## src/sv/gtp_pkg.sv

```systemverilog
// Shared types, constants and character helpers for the GUID text parser.
`timescale 1ns / 1ps
`default_nettype none

package gtp_pkg;

    // Character codes
    localparam logic [7:0] CH_NUL   = 8'h00;
    localparam logic [7:0] CH_TAB   = 8'h09;
    localparam logic [7:0] CH_LF    = 8'h0A;
    localparam logic [7:0] CH_CR    = 8'h0D;
    localparam logic [7:0] CH_SPACE = 8'h20;
    localparam logic [7:0] CH_DASH  = 8'h2D;

    // Digit counting limits
    localparam logic [3:0] DIGIT_SAT    = 4'd13;
    localparam logic [3:0] MAX_FIRST    = 4'd8;
    localparam logic [3:0] MAX_MIDDLE   = 4'd4;
    localparam logic [3:0] MAX_LAST     = 4'd12;
    localparam int unsigned ACC_W       = 48;

    // Parse phase, one-hot
    typedef enum logic [5:0] {
        PH_SKIP = 6'b000001,
        PH_G1   = 6'b000010,
        PH_G2   = 6'b000100,
        PH_G3   = 6'b001000,
        PH_G4   = 6'b010000,
        PH_G5   = 6'b100000
    } phase_t;

    // Parse state kept between bytes
    typedef struct packed {
        phase_t             phase;
        logic [3:0]         digit_count;
        logic [ACC_W-1:0]   group_accum;
        logic [31:0]        saved_first;
        logic [15:0]        saved_second;
        logic [15:0]        saved_third;
        logic [15:0]        saved_fourth;
    } state_t;

    localparam state_t STATE_CLEAR = '{
        phase:        PH_SKIP,
        digit_count:  4'd0,
        group_accum:  '0,
        saved_first:  32'd0,
        saved_second: 16'd0,
        saved_third:  16'd0,
        saved_fourth: 16'd0
    };

    // One result item
    typedef struct packed {
        logic        ok;
        logic [31:0] first_word;
        logic [15:0] second_half;
        logic [15:0] third_half;
        logic [63:0] tail_bytes;
    } result_t;

    // Decode a hex digit: bit 4 set when the byte is a digit, bits 3:0 its value
    function automatic logic [4:0] hex_decode(input logic [7:0] c);
        logic [4:0] r;
        r = 5'd0;
        if (c >= 8'h30 && c <= 8'h39)
            r = {1'b1, c[3:0]};
        else if ((c >= 8'h61 && c <= 8'h66) || (c >= 8'h41 && c <= 8'h46))
            r = {1'b1, c[3:0] + 4'd9};
        return r;
    endfunction

    function automatic logic is_space(input logic [7:0] c);
        return (c == CH_NUL) || (c == CH_CR) || (c == CH_SPACE) ||
               (c == CH_TAB) || (c == CH_LF);
    endfunction

endpackage

`default_nettype wire

```

## src/sv/gtp_if.sv

```systemverilog
// Valid/ready channel interfaces for text bytes in and parsed GUIDs out.
`timescale 1ns / 1ps
`default_nettype none

interface gtp_text_if;
    logic       valid;
    logic       ready;
    logic [7:0] text_byte;
    logic       is_last;

    modport source (output valid, output text_byte, output is_last, input ready);
    modport sink   (input valid, input text_byte, input is_last, output ready);
endinterface

interface gtp_guid_if;
    logic        valid;
    logic        ready;
    logic        ok;
    logic [31:0] first_word;
    logic [15:0] second_half;
    logic [15:0] third_half;
    logic [63:0] tail_bytes;

    modport source (output valid, output ok, output first_word, output second_half,
                    output third_half, output tail_bytes, input ready);
    modport sink   (input valid, input ok, input first_word, input second_half,
                    input third_half, input tail_bytes, output ready);
endinterface

`default_nettype wire

```

## src/sv/gtp_step.sv

```systemverilog
// Next-state and result logic for one text byte of the GUID parser.
`timescale 1ns / 1ps
`default_nettype none

module gtp_step (
    input  wire gtp_pkg::state_t  cur,
    input  wire logic [7:0]       text_byte,
    input  wire logic             is_last,
    input  wire logic             guid_style,
    output gtp_pkg::state_t       nxt,
    output logic                  emit,
    output gtp_pkg::result_t      result
);

    logic [4:0]                  hex;
    logic                        is_hex;
    logic [3:0]                  hex_val;
    logic [3:0]                  cnt_inc;
    logic [3:0]                  group_max;
    logic [gtp_pkg::ACC_W-1:0]   acc_shift;
    logic                        good;
    gtp_pkg::state_t             work;

    // Classify the byte
    assign hex     = gtp_pkg::hex_decode(text_byte);
    assign is_hex  = hex[4];
    assign hex_val = hex[3:0];

    // Accumulate a digit, saturating the count
    assign acc_shift = {cur.group_accum[gtp_pkg::ACC_W-5:0], hex_val};
    assign cnt_inc   = (cur.digit_count < gtp_pkg::DIGIT_SAT) ?
                       cur.digit_count + 4'd1 : cur.digit_count;

    // Digit limit of the current group
    always_comb
    begin
        if (cur.phase == gtp_pkg::PH_G1)
            group_max = gtp_pkg::MAX_FIRST;
        else if (cur.phase == gtp_pkg::PH_G5)
            group_max = gtp_pkg::MAX_LAST;
        else
            group_max = gtp_pkg::MAX_MIDDLE;
    end

    // Advance the parse by one byte
    always_comb
    begin
        work = cur;
        emit = 1'b0;
        good = 1'b0;
        unique case (cur.phase) inside
            gtp_pkg::PH_SKIP:
            begin
                if (gtp_pkg::is_space(text_byte))
                begin
                    emit = is_last;
                end
                else if (guid_style || !is_hex)
                begin
                    emit = 1'b1;
                end
                else
                begin
                    work.phase       = gtp_pkg::PH_G1;
                    work.digit_count = 4'd1;
                    work.group_accum = {{(gtp_pkg::ACC_W-4){1'b0}}, hex_val};
                    emit             = is_last;
                end
            end
            gtp_pkg::PH_G1, gtp_pkg::PH_G2, gtp_pkg::PH_G3, gtp_pkg::PH_G4,
            gtp_pkg::PH_G5:
            begin
                if (is_hex)
                begin
                    work.group_accum = acc_shift;
                    work.digit_count = cnt_inc;
                    if (is_last)
                    begin
                        emit = 1'b1;
                        good = (cur.phase == gtp_pkg::PH_G5) &&
                               (cnt_inc <= gtp_pkg::MAX_LAST);
                    end
                end
                else if (cur.digit_count == 4'd0 || cur.digit_count > group_max)
                begin
                    emit = 1'b1;
                end
                else if (cur.phase == gtp_pkg::PH_G5)
                begin
                    emit = 1'b1;
                    good = 1'b1;
                end
                else if (text_byte != gtp_pkg::CH_DASH || is_last)
                begin
                    emit = 1'b1;
                end
                else
                begin
                    // Dash closes the group: save it and open the next one
                    if (cur.phase == gtp_pkg::PH_G1)
                    begin
                        work.saved_first = cur.group_accum[31:0];
                        work.phase       = gtp_pkg::PH_G2;
                    end
                    else if (cur.phase == gtp_pkg::PH_G2)
                    begin
                        work.saved_second = cur.group_accum[15:0];
                        work.phase        = gtp_pkg::PH_G3;
                    end
                    else if (cur.phase == gtp_pkg::PH_G3)
                    begin
                        work.saved_third = cur.group_accum[15:0];
                        work.phase       = gtp_pkg::PH_G4;
                    end
                    else
                    begin
                        work.saved_fourth = cur.group_accum[15:0];
                        work.phase        = gtp_pkg::PH_G5;
                    end
                    work.digit_count = 4'd0;
                    work.group_accum = '0;
                end
            end
            default:
            begin
                emit = 1'b1;
            end
        endcase
    end

    // Build the result; clear the parse once it is delivered
    always_comb
    begin
        if (good)
        begin
            result.ok          = 1'b1;
            result.first_word  = work.saved_first;
            result.second_half = work.saved_second;
            result.third_half  = work.saved_third;
            result.tail_bytes  = {work.saved_fourth, work.group_accum};
        end
        else
        begin
            result = '0;
        end
        nxt = emit ? gtp_pkg::STATE_CLEAR : work;
    end

endmodule

`default_nettype wire

```

## src/sv/guid_text_parser.sv

```systemverilog
// Top level of the GUID text parser: parse state, style register and result register.
`timescale 1ns / 1ps
`default_nettype none

// Parses GUIDs of five dash-separated hex groups of at most 8-4-4-4-12 digits from a
// byte stream, one byte per request and one request per cycle. Leading whitespace is
// skipped; the byte that ends a parse (or the byte marked is_last) produces one result
// in the cycle after it is taken, with ok set and the five groups on success, or all
// zeros on failure. The parse state updates in the same cycle a byte is taken; the
// single result register can be refilled in the cycle its result is drained, so the
// stream only stalls when a result is still held and the sink is not ready.
// guid_style = 1 makes every parse fail; write it only while the block is idle.
module guid_text_parser (
    input  wire logic   clk,
    input  wire logic   rst_n,
    input  wire logic   wr_en,
    input  wire logic   wr_data,
    gtp_text_if.sink    text_in,
    gtp_guid_if.source  guid_out
);

    gtp_pkg::state_t   state_reg;
    gtp_pkg::state_t   state_next;
    gtp_pkg::result_t  result_reg;
    gtp_pkg::result_t  step_result;
    logic              out_valid_reg;
    logic              guid_style_reg;
    logic              step_emit;
    logic              take;

    // Accept a byte whenever the result register is free or being drained
    assign text_in.ready = !out_valid_reg || guid_out.ready;
    assign take          = text_in.valid && text_in.ready;

    gtp_step u_step (
        .cur        (state_reg),
        .text_byte  (text_in.text_byte),
        .is_last    (text_in.is_last),
        .guid_style (guid_style_reg),
        .nxt        (state_next),
        .emit       (step_emit),
        .result     (step_result)
    );

    // Hold the style register
    always_ff @(posedge clk or negedge rst_n)
    begin
        if (!rst_n)
            guid_style_reg <= 1'b0;
        else if (wr_en)
            guid_style_reg <= wr_data;
    end

    // Advance the parse state on each accepted byte
    always_ff @(posedge clk or negedge rst_n)
    begin
        if (!rst_n)
            state_reg <= gtp_pkg::STATE_CLEAR;
        else if (take)
            state_reg <= state_next;
    end

    // Result valid flag
    always_ff @(posedge clk or negedge rst_n)
    begin
        if (!rst_n)
            out_valid_reg <= 1'b0;
        else if (take && step_emit)
            out_valid_reg <= 1'b1;
        else if (guid_out.ready)
            out_valid_reg <= 1'b0;
    end

    // Load the result payload
    always_ff @(posedge clk)
    begin
        if (take && step_emit)
            result_reg <= step_result;
    end

    assign guid_out.valid       = out_valid_reg;
    assign guid_out.ok          = result_reg.ok;
    assign guid_out.first_word  = result_reg.first_word;
    assign guid_out.second_half = result_reg.second_half;
    assign guid_out.third_half  = result_reg.third_half;
    assign guid_out.tail_bytes  = result_reg.tail_bytes;

endmodule

`default_nettype wire

```

## src/flat_wrapper.sv

```systemverilog
// flat-port wrapper written by rule: the top's interface ports become plain ports
module guid_text_parser_flat 
  (clk, rst_n, wr_en, wr_data, text_in_valid, text_in_text_byte, text_in_is_last, text_in_ready, guid_out_valid, guid_out_ok, guid_out_first_word, guid_out_second_half, guid_out_third_half, guid_out_tail_bytes, guid_out_ready);
  gtp_text_if text_in_i ();
  gtp_guid_if guid_out_i ();
  input  wire logic clk;
  input  wire logic rst_n;
  input  wire logic wr_en;
  input  wire logic wr_data;
  input wire logic [$bits(text_in_i.valid)-1:0] text_in_valid;
  input wire logic [$bits(text_in_i.text_byte)-1:0] text_in_text_byte;
  input wire logic [$bits(text_in_i.is_last)-1:0] text_in_is_last;
  output wire logic [$bits(text_in_i.ready)-1:0] text_in_ready;
  output wire logic [$bits(guid_out_i.valid)-1:0] guid_out_valid;
  output wire logic [$bits(guid_out_i.ok)-1:0] guid_out_ok;
  output wire logic [$bits(guid_out_i.first_word)-1:0] guid_out_first_word;
  output wire logic [$bits(guid_out_i.second_half)-1:0] guid_out_second_half;
  output wire logic [$bits(guid_out_i.third_half)-1:0] guid_out_third_half;
  output wire logic [$bits(guid_out_i.tail_bytes)-1:0] guid_out_tail_bytes;
  input wire logic [$bits(guid_out_i.ready)-1:0] guid_out_ready;
  assign text_in_i.valid = text_in_valid;
  assign text_in_i.text_byte = text_in_text_byte;
  assign text_in_i.is_last = text_in_is_last;
  assign text_in_ready = text_in_i.ready;
  assign guid_out_valid = guid_out_i.valid;
  assign guid_out_ok = guid_out_i.ok;
  assign guid_out_first_word = guid_out_i.first_word;
  assign guid_out_second_half = guid_out_i.second_half;
  assign guid_out_third_half = guid_out_i.third_half;
  assign guid_out_tail_bytes = guid_out_i.tail_bytes;
  assign guid_out_i.ready = guid_out_ready;
  guid_text_parser u_core (.clk(clk), .rst_n(rst_n), .wr_en(wr_en), .wr_data(wr_data), .text_in(text_in_i), .guid_out(guid_out_i));
endmodule
```

## config.mk

```make
export PLATFORM = sky130hd
export DESIGN_NAME = guid_text_parser_flat
export DESIGN_NICKNAME = d
export VERILOG_FILES = /design/src/sv/gtp_pkg.sv /design/src/sv/gtp_if.sv /design/src/sv/gtp_step.sv /design/src/sv/guid_text_parser.sv /design/src/flat_wrapper.sv
export SDC_FILE = /design/constraint.sdc
export NUM_CORES = 1
export LEC_CHECK = 0
export BUFFER_PORTS_ARGS = -buffer_cell sky130_fd_sc_hd__clkbuf_2
export CAP_MARGIN = 20
export CORE_ASPECT_RATIO = 2
export CORE_MARGIN = 2
export CORE_UTILIZATION = 45
export CTS_CLUSTER_SIZE = 20
export DETAILED_ROUTE_END_ITERATION = 12
export PLACE_DENSITY = 0.63
export SLEW_MARGIN = 20
export SYNTH_ARGS = -nofsm -noshare
export SYNTH_HDL_FRONTEND = slang
export SYNTH_HIERARCHICAL = 1
export SYNTH_SLANG_ARGS = --single-unit
```

## constraint.sdc

```tcl
create_clock -name clk -period 10.8 [get_ports clk]
set_clock_uncertainty 0.2 [all_clocks]
set_input_delay 1.62 -clock clk [delete_from_list [all_inputs] [get_ports clk]]
set_output_delay 1.62 -clock clk [all_outputs]
set_load 0.02 [all_outputs]
```

## Word level (Yosys, flattened, before mapping)

Cells that the tools add are included.

- Register bits after elaboration: 269
- Bits in latches: 0
- RAM bits: 0
- Memory bits (read-only): 0
- Input bits: 15
- Logic and storage cells: 110
- Memories kept: 0

- Add/sub/neg operators: 2
- Multipliers: 0
- Divide/modulo/power cells: 0
- Magnitude comparators: 9
- Equal/unequal tests: 20
- Shift operators: 0
- Muxes and demuxes: 41
- Bitwise logic cells: 0
- Reduce and logical (&&, ||, !) cells: 24

Operators with widths:

| operator | count |
|---|---|
| $mux W138 | 4 |
| $mux W80 | 2 |
| $mux W129 | 1 |
| $mux W58 | 2 |
| $pmux W58 S2 | 1 |
| $mux W32 | 2 |
| $mux W52 | 1 |
| $mux W16 | 3 |
| $mux W48 | 1 |
| $eq A8 B4 Y1 const B | 3 |
| $mux W6 | 4 |
| $ne A3 B2 Y1 const B | 6 |
| $ge A8 B7 Y1 const B | 2 |
| $le A8 B7 Y1 const B | 2 |
| $mux W1 | 14 |
| $mux W4 | 3 |
| $ne A4 B3 Y1 const B | 3 |
| $mux W5 | 2 |
| $logic_or A1 B1 Y1 | 9 |
| $eq A8 B6 Y1 const B | 1 |
| $ge A8 B6 Y1 const B | 1 |
| $le A8 B6 Y1 const B | 1 |
| $logic_not A8 Y1 | 1 |
| $ne A8 B6 Y1 const B | 1 |
| 20 further kinds | 26 |

## Longest topological paths before layout

- Word-level depth: 12
- Mapped depth: 15
- Depth with buffers taken out: 11

## Modules after synthesis

The synthesis kept the hierarchy.

By module, submodules not included:

| module | times used | cells an instance | area an instance (um2) | sequential area each (um2) |
|---|---|---|---|---|
| guid_text_parser | 1 | 428 | 9,522.9 | 7,378.3 |
| gtp_step | 1 | 695 | 4,068.9 | 0.0 |

## Least setup slack after synthesis

OpenSTA, ideal clock, no wires.

- Path kind: input port to flip-flop
- Start point: in text_in_text_byte[1]
- End point: reg u_core.result_reg, in the netlist u_core/guid_out.first_word[0] (enable)
- Setup time: 0.635 ns
- Arrival: 9.190 ns
- Data required time: 9.965 ns
- Setup slack: 0.776 ns
- Stages: 12
- Path buffers: 3
- Cells stage by stage: inv_1 -> ha_1 -> o21ba_2 -> o2111ai_2 -> and2_1 -> clkbuf_1 -> a211oi_2 -> o22ai_1 -> buf_6 -> buf_2 -> nand2_1 -> nor2b_1

- Cells in the longest elaborated chain, start to end: 11

Ends and longest elaborated chain:

| item | line | source |
|---|---|---|
| start: declaration | flat_wrapper.sv:11 | `input wire logic [$bits(text_in_i.text_byte)-1:0] text_in_text_byte;` |
| $ge A8 B7 Y1 or $le A8 B7 Y1 (tied branches) | gtp_pkg.sv:68 | `else if ((c >= 8'h61 && c <= 8'h66) \|\| (c >= 8'h41 && c <= 8'h46))` |
| $logic_and A1 B1 Y1 | gtp_pkg.sv:68 |  |
| $logic_or A1 B1 Y1 | gtp_pkg.sv:68 |  |
| $mux W5 | gtp_pkg.sv:68 |  |
| $mux W5 | gtp_pkg.sv:66 | `if (c >= 8'h30 && c <= 8'h39)` |
| $logic_not A1 Y1 | gtp_step.sv:58 | `else if (guid_style \|\| !is_hex)` |
| $logic_or A1 B1 Y1 | gtp_step.sv:58 |  |
| $mux W1 | gtp_step.sv:58 |  |
| $mux W1 | gtp_step.sv:54 | `if (gtp_pkg::is_space(text_byte))` |
| $pmux W1 S2 (*) | gtp_step.sv:51 | `unique case (cur.phase) inside` |
| named net u_core.step_emit | guid_text_parser.sv:28 | `logic step_emit;` |
| $logic_and A1 B1 Y1 (*) | guid_text_parser.sv:77 | `if (take && step_emit)` |
| end signal: assignment | guid_text_parser.sv:78 | `result_reg <= step_result;` |
| end: declaration | guid_text_parser.sv:24 | `gtp_pkg::result_t result_reg;` |

The timed path passes the listed nets; every way through them passes the cells marked *.
A chain may end at the register's enable or synchronous reset.

==> summary.txt <==
wire length per cell: 19.0 um
switch share: 24.3%
vias in the first global route: 8778
final hold violations: 0
Sink Count: 269
Mapped Area: 13600 sq um
largest net degree at the start of global routing: 97
Crit Path Class: input pin to flop
GPL Wtd Cong: 0.904
fmax: 0.199 GHz
Layout Nets: 1251
Worst-Margin Slew: 1.08 ns
Post-synth EDFFs: 129
syn_area_per_cell: 12.1 sq um
ys flop type: dfrtp_1
period utilization: 46.5%
diodes inserted: 0
GRT met2 Usage: 31.2%
Worst VDD drop: 137 uV
asr flop ratio synth: 52.0%
core area: 30000 sq um
Die Area: 31700 sq um
Layout area overhead: 12.6%
final max-slew violation count: 0
CP startpoint kind: input pin
area leader, netlist: edfxtp_1
1st-iter DRT viols: 845
design area: 15300 sq um
Critical Path AT: 5.24 ns
Resized cells post-CTS: 0
# rows: 90
clock group share of total power: 41.6%
CP required: 11.01 ns
Post-CTS Hold Fix Bufs: 0
Pwr Density: 144 nW/um^2
antenna violations before repair: 0
final setup vio count: 0
vias: 8872
Reg power frac: 50.7%
htree depth: 1
NetSw: 0.000536 W
GR Util All Layers: 19.0%
Post-DP HPWL: 19300 um
Post-CTS Setup Repair Bufs: 0
min cycle time layout: 5.03 ns
status: finished clean
clk buf depth: 3
# DRC: 0
DRT antenna net count: 0
Mapped Nets: 1147
HP Class: flop to flop
most numerous cell in the Yosys netlist: nor2_1
share of the synthesized area in the top cell type: 28.5%
Die Width: 127 um
gr ovfl total: 0
RSZ-0062 raised after global routing: false
clock-pin slew on the worst setup and hold paths: 0.07 ns
sequential-to-total area share from yosys stat: 54.3%
gr busiest metal: met2
share of cells above drive strength 1: 29.5%
Die Y: 250 um
root buffer cell: clkbuf_16
Detailed Route WL: 30700 um
vias per cell: 5.50
endpoint type of the worst setup path: flop
max-cap viol count: 0
Critical Path Fanout Max: 96
Ports: 146
Cell Area, Placed: 14500 sq um
TritonCTS clock tree: built
Relative slew margins: 27.8%
Area contributors post-synth: edfxtp_1 29%, dfrtp_1 26%, mux2_4 11%, mux2i_1 5.9%, nor2_1 5.9%
met3 Use GR: 2.49%
M1 GR Usage: 26.6%
Leak Pwr: 6.24 nW
Syn. warnings: 6
Yosys cell types: 65
setup_tns: 0 ns
clk_lat worst skew: 0.54 ns
Num CTS Buffers: 24
Starting Density: 45.4%
Post-Syn Instances: 1123
Pre-Repair DR Iteration Count: 5
Port Buf Inserts: 145
Logic pwr share: 7.7%
fill count: 2676
cell internal pwr: 0.00167 W
Synth Register Bits: 269
synth cell count leaders: 213 x nor2_1, 139 x dfrtp_1, 129 x edfxtp_1
max reg flops: 138
first-pass GRT wire length: 48900 um
Final Power: 0.00220 W
[area by class of cell]
cell class              instances  area, sq um  share of cell area [%]
flip-flops and latches        269         7380                    48.2
clock buffers                  31          699                    4.57
repair buffers                159          850                    5.55
clock inverters                13          143                   0.932
inverters                      10         37.5                   0.245
well taps                     368          460                    3.01
multi-input cells             763         5740                    37.5
[per-layer routing]
layer  routed length (um)  up-vias
li1                     -     4162
met3                 1420       40
met2                15200      230
met1                13500     4440
met5                    0        -
met4                  609        0
[critical path: stages]
cell,delay (ns)
clkbuf_2,0.13
inv_1,0.08
ha_1,0.26
o311ai_4,0.79
and2_1,0.26
a211oi_2,0.07
o22ai_4,0.12
buf_4,0.46
buf_4,0.90
nor2_1,0.17
mux2_4,0.31
[placed cells by master (no fill, tap or decap), types with 13 or more instances in the layout]
master	instances
mux2i_1	80
o211ai_1	31
a222oi_1	18
edfxtp_1	129
buf_4	13
dfrtp_1	139
nor2_1	213
nor2b_1	59
clkbuf_16	26
nand2_1	98
mux2_2	38
clkbuf_2	144
and3_1	22
mux2_4	102
[metrics by stage]
step	setup WS (ns)	cells	hold WS [ns]	utilization, %
floorplan	0.776	1123	0.274	-
global placement	4.81	1568	0.286	48.2
detailed placement	5.28	1569	0.293	48.3
CTS	5.85	1613	0.312	51.1
global route	5.52	1613	0.318	51.1
finish	5.77	1613	0.311	51.1
[cell families (layout without fill, tap and decap cells)]
logic type | count (synthesis) | count (layout) | synth area share, %
AND/OR/NAND/NOR | 445 | 445 | 15.3
flip-flops | 269 | 269 | 54.3
multiplexers | 220 | 220 | 20.3
buffers and inverters | 91 | 213 | 4.03
AO/OA/AOI/OAI | 86 | 86 | 5.09
adder cells (fa/ha/maj) | 9 | 9 | 0.829
XOR/XNOR | 3 | 3 | 0.193
[power groups by stage]
stage / Clock [W] / Sequential [W] / Combinational [W]
final: 0.000915 / 0.00112 / 0.000170
after global routing: 0.000974 / 0.00112 / 0.000181
after CTS: 0.000940 / 0.00112 / 0.000172
after detailed placement: 0 / 0.00114 / 0.000172
after global placement: 0 / 0.00114 / 0.000169
after floorplan: 0 / 0.00118 / 0.0000776
[worst paths after layout]
kind,startpoint,endpoint,slack [ns],cells after the start
setup / recovery,text_in_text_byte[1],u_core/state_reg[66],5.77,11
hold / removal,u_core/state_reg[70],u_core/state_reg[70],0.31,1
setup reg to reg,u_core/state_reg[136],u_core/state_reg[66],6.18,13
max in group asynchronous,rst_n,u_core/state_reg[133],8.17,2
hold reg to reg,u_core/state_reg[70],u_core/state_reg[70],0.31,1
min in group asynchronous,rst_n,u_core/state_reg[12],0.96,1
(Power assumes the default switching activity.)
